`config.mk`:
```
export PLATFORM = sky130hd
export DESIGN_NAME = crc16_framed_command_encoder
export DESIGN_NICKNAME = d
export VERILOG_FILES = /design/src/design/cfce_pkg.sv /design/src/design/cfce_fifo.sv /design/src/design/cfce_front.sv /design/src/design/cfce_back.sv /design/src/design/crc16_framed_command_encoder.sv
export SDC_FILE = /design/constraint.sdc
export NUM_CORES = 1
export LEC_CHECK = 0
export ABC_CLOCK_PERIOD_IN_PS = 5000
export BUFFER_PORTS_ARGS = -buffer_cell sky130_fd_sc_hd__buf_2
export CORE_ASPECT_RATIO = 0.9
export CORE_UTILIZATION = 50
export CTS_BUF_LIST = sky130_fd_sc_hd__clkbuf_8
export DETAILED_ROUTE_END_ITERATION = 8
export PLACE_DENSITY = 0.79
export SYNTH_ARGS = -nofsm -noshare
export SYNTH_HDL_FRONTEND = slang
export SYNTH_SLANG_ARGS = --single-unit
```
`constraint.sdc`:
```
create_clock -name clk -period 5 [get_ports clk]
set_input_delay 0 -clock clk [delete_from_list [all_inputs] [get_ports clk]]
set_output_delay 0 -clock clk [all_outputs]
set_load 0.01 [all_outputs]
```
`src/design/cfce_pkg.sv`:
```
`timescale 1ns / 1ps
`default_nettype none
package cfce_pkg;

  localparam logic [15:0] CRC_INIT = 16'hFFFF;
  localparam logic [15:0] CRC_POLY = 16'hA001;

  localparam logic [1:0] ST_OK        = 2'd0;
  localparam logic [1:0] ST_LEN_OVER  = 2'd1;
  localparam logic [1:0] ST_DATA_OUT  = 2'd2;
  localparam logic [1:0] ST_HDR_IN    = 2'd3;

  localparam logic [2:0] HDR_BYTES  = 3'd5;
  localparam logic [2:0] DATA_BYTES = 3'd1;

  localparam logic [2:0] STEP_ADDR = 3'd2;
  localparam logic [2:0] STEP_CMD  = 3'd3;
  localparam logic [2:0] STEP_LEN  = 3'd4;
  localparam logic [2:0] STEP_HDR  = 3'd0;

  typedef enum logic [1:0] {
    KIND_ERR,
    KIND_HDR,
    KIND_DATA
  } kind_t;

  typedef struct packed {
    logic       mode;
    logic [7:0] dev_addr;
    logic [7:0] command;
    logic [5:0] payload_len;
    logic [7:0] data_byte;
  } in_word_t;

  typedef struct packed {
    logic [7:0] tx_byte;
    logic       frame_last;
    logic [1:0] status;
  } out_word_t;

  typedef struct packed {
    kind_t      kind;
    logic [1:0] status;
    logic [7:0] hdr_val;
    logic [7:0] dev_addr;
    logic [7:0] command;
    logic [5:0] payload_len;
    logic [7:0] data_byte;
    logic       close;
  } cmd_t;

  function automatic logic [15:0] crc_feed(input logic [15:0] crc_in, input logic [7:0] b);
    logic [15:0] c;
    c = crc_in ^ {8'h00, b};
    for (int k = 0; k < 8; k++) begin
      if (c[0]) begin
        c = (c >> 1) ^ CRC_POLY;
      end else begin
        c = c >> 1;
      end
    end
    return c;
  endfunction

endpackage
`default_nettype wire

```
`src/design/cfce_fifo.sv`:
```
`timescale 1ns / 1ps
`default_nettype none
module cfce_fifo
  import cfce_pkg::*;
(
  input  wire logic clk,
  input  wire logic rst,
  input  wire logic push,
  input  wire cmd_t wr_data,
  input  wire logic pop,
  output cmd_t      rd_data,
  output logic      not_empty,
  output logic      full
);

  cmd_t       slots [2];
  logic       wr_ptr;
  logic       rd_ptr;
  logic [1:0] count;

  always_ff @(posedge clk) begin
    if (push) begin
      slots[wr_ptr] <= wr_data;
    end
  end

  always_ff @(posedge clk) begin
    if (rst) begin
      wr_ptr <= 1'b0;
      rd_ptr <= 1'b0;
      count  <= 2'd0;
    end else begin
      if (push) begin
        wr_ptr <= ~wr_ptr;
      end
      if (pop) begin
        rd_ptr <= ~rd_ptr;
      end
      count <= count + {1'b0, push} - {1'b0, pop};
    end
  end

  assign rd_data   = slots[rd_ptr];
  assign not_empty = (count != 2'd0);
  assign full      = (count == 2'd2);

endmodule
`default_nettype wire

```
`src/design/cfce_front.sv`:
```
`timescale 1ns / 1ps
`default_nettype none
module cfce_front
  import cfce_pkg::*;
#(
  parameter int unsigned MAX_PAYLOAD = 32
) (
  input  wire logic     clk,
  input  wire logic     rst,
  input  wire logic     in_valid,
  output logic          in_stall,
  input  wire in_word_t in_word,
  input  wire logic [7:0] hdr_val,
  input  wire logic     fifo_full,
  output logic          push,
  output cmd_t          cmd
);

  localparam logic [7:0] MaxLen = 8'(MAX_PAYLOAD);

  logic       frame_open;
  logic       frame_open_next;
  logic [5:0] bytes_left;
  logic [5:0] bytes_left_next;

  assign in_stall = fifo_full;
  assign push     = in_valid && !fifo_full;

  always_comb begin
    cmd             = '0;
    cmd.kind        = KIND_ERR;
    cmd.hdr_val     = hdr_val;
    cmd.dev_addr    = in_word.dev_addr;
    cmd.command     = in_word.command;
    cmd.payload_len = in_word.payload_len;
    cmd.data_byte   = in_word.data_byte;
    frame_open_next = frame_open;
    bytes_left_next = bytes_left;
    if (!in_word.mode) begin
      if (frame_open) begin
        cmd.status = ST_HDR_IN;
      end else if ({2'b00, in_word.payload_len} > MaxLen) begin
        cmd.status = ST_LEN_OVER;
      end else begin
        cmd.kind        = KIND_HDR;
        cmd.status      = ST_OK;
        cmd.close       = (in_word.payload_len == 6'd0);
        frame_open_next = (in_word.payload_len != 6'd0);
        bytes_left_next = in_word.payload_len;
      end
    end else begin
      if (!frame_open) begin
        cmd.status = ST_DATA_OUT;
      end else begin
        cmd.kind        = KIND_DATA;
        cmd.status      = ST_OK;
        cmd.close       = (bytes_left == 6'd1);
        bytes_left_next = bytes_left - 6'd1;
        frame_open_next = (bytes_left != 6'd1);
      end
    end
  end

  always_ff @(posedge clk) begin
    if (rst) begin
      frame_open <= 1'b0;
      bytes_left <= 6'd0;
    end else if (push) begin
      frame_open <= frame_open_next;
      bytes_left <= bytes_left_next;
    end
  end

endmodule
`default_nettype wire

```
`src/design/cfce_back.sv`:
```
`timescale 1ns / 1ps
`default_nettype none
module cfce_back
  import cfce_pkg::*;
(
  input  wire logic clk,
  input  wire logic rst,
  input  wire cmd_t head,
  input  wire logic head_valid,
  output logic      pop,
  output logic      out_valid,
  input  wire logic out_stall,
  output out_word_t out_word
);

  logic [2:0]  step;
  logic [15:0] crc;
  logic [2:0]  n_data;
  logic        advance;
  logic        final_step;
  logic        feed;
  logic        crc_hi;
  logic [7:0]  byte_sel;
  logic [15:0] crc_base;
  out_word_t   word_next;

  assign advance = head_valid && (!out_valid || !out_stall);
  assign pop     = advance && final_step;

  always_comb begin
    n_data     = (head.kind == KIND_HDR) ? HDR_BYTES : DATA_BYTES;
    word_next  = '0;
    final_step = 1'b0;
    feed       = 1'b0;
    crc_hi     = 1'b0;
    byte_sel   = 8'h00;
    unique case (step)
      STEP_HDR:  byte_sel = head.hdr_val;
      STEP_ADDR: byte_sel = head.dev_addr;
      STEP_CMD:  byte_sel = head.command;
      STEP_LEN:  byte_sel = {2'b00, head.payload_len};
      default:   byte_sel = 8'h00;
    endcase
    if (head.kind == KIND_DATA) begin
      byte_sel = head.data_byte;
    end
    if (head.kind == KIND_ERR) begin
      word_next.status = head.status;
      final_step       = 1'b1;
    end else if (step < n_data) begin
      word_next.tx_byte = byte_sel;
      feed              = 1'b1;
      final_step        = (step == n_data - 3'd1) && !head.close;
    end else if (step == n_data) begin
      word_next.tx_byte = crc[7:0];
    end else begin
      word_next.tx_byte    = crc[15:8];
      word_next.frame_last = 1'b1;
      crc_hi               = 1'b1;
      final_step           = 1'b1;
    end
    crc_base = (head.kind == KIND_HDR && step == STEP_HDR) ? CRC_INIT : crc;
  end

  always_ff @(posedge clk) begin
    if (advance) begin
      out_word <= word_next;
    end
  end

  always_ff @(posedge clk) begin
    if (rst) begin
      out_valid <= 1'b0;
      step      <= 3'd0;
      crc       <= CRC_INIT;
    end else begin
      if (advance) begin
        out_valid <= 1'b1;
        step      <= final_step ? 3'd0 : step + 3'd1;
        if (feed) begin
          crc <= crc_feed(crc_base, word_next.tx_byte);
        end else if (crc_hi) begin
          crc <= CRC_INIT;
        end
      end else if (!out_stall) begin
        out_valid <= 1'b0;
      end
    end
  end

endmodule
`default_nettype wire

```
`src/design/crc16_framed_command_encoder.sv`:
```
`timescale 1ns / 1ps
`default_nettype none
// the first word of an item is offered once the item has been written into the command queue
// and then registered into the output word, when the serializer is idle
// one output word per cycle while out_stall is low; an item yields from 1 to 7 words,
// set by the single-byte output serializer and crc unit
// a 2-entry command queue lets input run ahead of the serializer
// synchronous active-high rst: no frame open, crc at 0xffff, header byte 0
module crc16_framed_command_encoder
  import cfce_pkg::*;
#(
  parameter int unsigned MAX_PAYLOAD = 32
) (
  input  wire logic       clk,
  input  wire logic       rst,
  input  wire logic       cfg_valid,
  output logic            cfg_ready,
  input  wire logic [7:0] cfg_data,
  input  wire logic       in_valid,
  output logic            in_stall,
  input  wire in_word_t   in_word,
  output logic            out_valid,
  input  wire logic       out_stall,
  output out_word_t       out_word
);

  logic [7:0] header_byte;
  logic       push;
  logic       pop;
  logic       fifo_full;
  logic       fifo_not_empty;
  cmd_t       front_cmd;
  cmd_t       head_cmd;

  assign cfg_ready = 1'b1;

  always_ff @(posedge clk) begin
    if (rst) begin
      header_byte <= 8'h00;
    end else if (cfg_valid && cfg_ready) begin
      header_byte <= cfg_data;
    end
  end

  cfce_front #(
    .MAX_PAYLOAD(MAX_PAYLOAD)
  ) u_front (
    .clk      (clk),
    .rst      (rst),
    .in_valid (in_valid),
    .in_stall (in_stall),
    .in_word  (in_word),
    .hdr_val  (header_byte),
    .fifo_full(fifo_full),
    .push     (push),
    .cmd      (front_cmd)
  );

  cfce_fifo u_fifo (
    .clk      (clk),
    .rst      (rst),
    .push     (push),
    .wr_data  (front_cmd),
    .pop      (pop),
    .rd_data  (head_cmd),
    .not_empty(fifo_not_empty),
    .full     (fifo_full)
  );

  cfce_back u_back (
    .clk       (clk),
    .rst       (rst),
    .head      (head_cmd),
    .head_valid(fifo_not_empty),
    .pop       (pop),
    .out_valid (out_valid),
    .out_stall (out_stall),
    .out_word  (out_word)
  );

  a_last_ok: assert property (@(posedge clk) disable iff (rst)
    out_valid && out_word.frame_last |-> out_word.status == ST_OK)
    else $error("frame end word carries an error status");

  a_err_empty: assert property (@(posedge clk) disable iff (rst)
    out_valid && out_word.status != ST_OK |-> out_word.tx_byte == 8'h00 && !out_word.frame_last)
    else $error("error word carries frame data");

  a_queue_fill: assert property (@(posedge clk) disable iff (rst)
    in_valid && !in_stall |=> fifo_not_empty)
    else $error("accepted word missing from command queue");

  a_no_pop_empty: assert property (@(posedge clk) disable iff (rst)
    pop |-> fifo_not_empty)
    else $error("command queue popped while empty");

endmodule
`default_nettype wire
```
==> metrics.cfg <==
[setup_path]
reg2reg_slack_ns=0.70
critPathArrivalTime_ns=4.63
r2r_start=u_fifo.slots[1][42]
slowest_stage=xnor3_2
cp_top_family=XOR/XNOR gates
cp-start-kind=register
cp.required_ns=5.32
endpoint_kind=register
path_max_fanout=15
slowest_delay_ns=0.50
r2r-end=u_back.crc[0]
reg2reg_depth=11
critPathBufInv=0
critPathKind=reg -> reg
crit_chain=nand2b_1 > a2bb2oi_1 > ha_1 > a21o_1 > a221o_1 > o21ai_1 > xnor3_2 > xor3_2 > xnor3_1 > or4_1 > o311a_1

[floorplan]
core-area_sq_um=11600
die_area_sq_um=12600
io_pins=58
start_util_pct=52.4
die_w_um=118
die_h_um=107
num_rows=37

[routing]
drtIter0Drc=438
first_pass_iters=5
dr_total_vias=4175
via_per_inst=5.60
routedWlPerCell_um=17.6
drt_wl_total_mm=13.1
drc=0
drt.antenna.violating_nets=0

[pwr]
p_per_area_nw_per_um2=581
peakVddDrop_mv=0.249
leakagePower_nw=2.81

[global_routing]
grt.met2_usage_pct=36.6
grt_pass1_vias=4132
grt_antenna_before_repair=0
grt.busiest_layer=met2
grt_usage_pct=22.7
grt_overflow=0
globalRouteMet3Util_pct=4.36
grt_max_degree=44
met1_usage_pct=29.7
grt_pass1_wl_mm=21.4

[layout]
area_growth_pct=20.5
fin_nets=632
layout_common_cells=edfxtp_1, buf_2, nor2_1
diodes=0
final_common_cell=edfxtp_1
drive_above_1_share_pct=19.0
fin_cells=746

[place]
post-dp-hpwl_mm=8.59
dp.cells=667
gp_congestion=0.874
port_buffers=56
dp_worst_setup_slack_ns=0.712

[timing]
rsz0062_at_grt=false
fin_crit_ns=4.30
setup_viol=0
hold_viol=0
fin_ws_ns=0.697
max_freq_mhz=232
hold_ws_ns=0.0476
fin_crit_sh_pct=86.1
tns_ns=0
fin_skew_ns=0.0175
timing.final.max_slew_violations=0
max_slew.worst_pin.slew_ns=1.17
maxSlewHeadroom_pct=21.8

[synthesis]
netlist-cell-type-count=69
synth_top_area_share_pct=47.9
synthTopCellsByArea=edfxtp_1, dfxtp_1, mux2i_1
synth_nets=524
ys_warn_count=0
synth-edff-count=97
synth_largest_area_cell=edfxtp_1
netlist_instances=469
synth_seq_cells=137
yosys_most_used_dff=edfxtp_1
synthesis.area_sq_um=6080
syn_area_per_cell_sq_um=13.0
async_flop_share_pct=0
yosysSeqAreaShare_pct=61.0

[clocking]
clockRootBuffer=clkbuf_8
cts_made_buffers=17
post_cts_resized=0
htree_levels=4
cts_num_sinks=137
clk_pin_slew_ns=0.08
clock_latency_ns=0.45
cts_tree=done
cts_buffer_depth=2

[worst_hold_path]
hold_class=in -> reg
min_path_cells=3
worstHoldStart=cfg_valid
min_to=header_byte[6]

[status]
status=complete, no violations

[flow_run]
drv_cap=0

sequential cells by signal, summed over array words and instances (netlist names), named ones only:
| name | flops |
|---|---|
| u_fifo.slots | 86 |
| u_back.crc | 16 |
| u_back.out_word | 11 |
| header_byte | 8 |
| u_front.bytes_left | 6 |
| u_back.step | 3 |
| u_fifo.count | 2 |
| u_back.out_valid | 1 |
| u_fifo.rd_ptr | 1 |
| u_fifo.wr_ptr | 1 |
| u_front.frame_open | 1 |
worst register-to-register path, stage by stage (launching register included):
cell       delay [ns]
edfxtp_1         0.42
nand2b_1         0.24
a2bb2oi_1        0.19
ha_1             0.39
a21o_1           0.36
a221o_1          0.34
o21ai_1          0.29
xnor3_2          0.50
xor3_2           0.44
xnor3_1          0.42
or4_1            0.49
o311a_1          0.13
synthesized netlist by cell type, types with 3 or more instances:
cell,number
a211oi_1,7
a21oi_1,24
a221o_1,4
a221oi_1,3
a22oi_1,5
a2bb2oi_1,5
buf_2,4
buf_6,3
clkbuf_1,8
dfxtp_1,40
edfxtp_1,97
ha_1,11
inv_1,15
mux2_2,4
mux2i_1,27
mux4_2,5
nand2_1,21
nand2b_1,17
nand3_1,6
nor2_1,50
nor2b_1,5
nor3_1,6
o21ai_0,11
o22ai_1,15
xnor2_1,18
xor2_1,7
power breakdown:
part / internal [mW] / switching (mW) / leakage, nW
clock: 0.440 / 0.399 / 0.192
combinational: 0.875 / 0.978 / 1.37
sequential: 1.47 / 0.0995 / 1.25
total: 2.78 / 1.48 / 2.81
cell type report:
class                           instances  area, sq um
Inverter                               16         60.1
Tap cell                              156          195
Clock inverter                         14          116
Fill cell                             863         4290
Multi-Input combinational cell        295         2190
Timing Repair Buffer                  110          803
Sequential cell                       137         3710
Clock buffer                           18          248
metrics by stage:
stage / power [mW] / cell area (sq um) / utilization [%]
floorplan: 2.98 / 6080 / -
global placement: 3.32 / 6490 / 55.9
detailed placement: 3.39 / 6490 / 55.9
CTS: 4.27 / 7330 / 63.1
global route: 4.50 / 7330 / 63.1
finish: 4.26 / 7330 / 63.1
per-layer routing:
metal | wire [um] | vias up
met5 | 0 | -
met4 | 281 | 0
met3 | 614 | 21
met2 | 6480 | 140
met1 | 5760 | 2057
li1 | - | 1957
timing repair:
item,CTS,global route
hold buffers,47,0
setup buffers,0,0
hold endpoints to repair,77,0
worst max-delay path by stage:
| stage | from | slack [ns] | cells past startpoint | endpoint |
|---|---|---|---|---|
| 2_1_floorplan | register | 1.20 | 14 | u_back.crc[0] |
| 3_3_place_gp | u_fifo.slots[1][42] | 0.98 | 11 | u_back.crc[0] |
| 3_5_place_dp | u_fifo.slots[1][42] | 0.71 | 11 | u_back.crc[0] |
| 4_1_cts | u_fifo.slots[1][42] | 0.71 | 11 | u_back.crc[0] |
| 5_1_grt | u_fifo.slots[1][42] | 0.51 | 11 | u_back.crc[0] |
| 6_report | u_fifo.slots[1][42] | 0.70 | 11 | u_back.crc[0] |
kinds of logic after synthesis:
logic type,Yosys count,synth area share [%]
flip-flops,137,61.0
AO/OA/AOI/OAI,94,11.1
AND/OR/NAND/NOR,122,9.73
XOR/XNOR,29,5.14
buffers and inverters,37,3.23
adder cells (fa/ha/maj),11,2.26
other,1,0.0616
multiplexers,38,7.40
No activity file was read; power rests on OpenSTA's default activity.
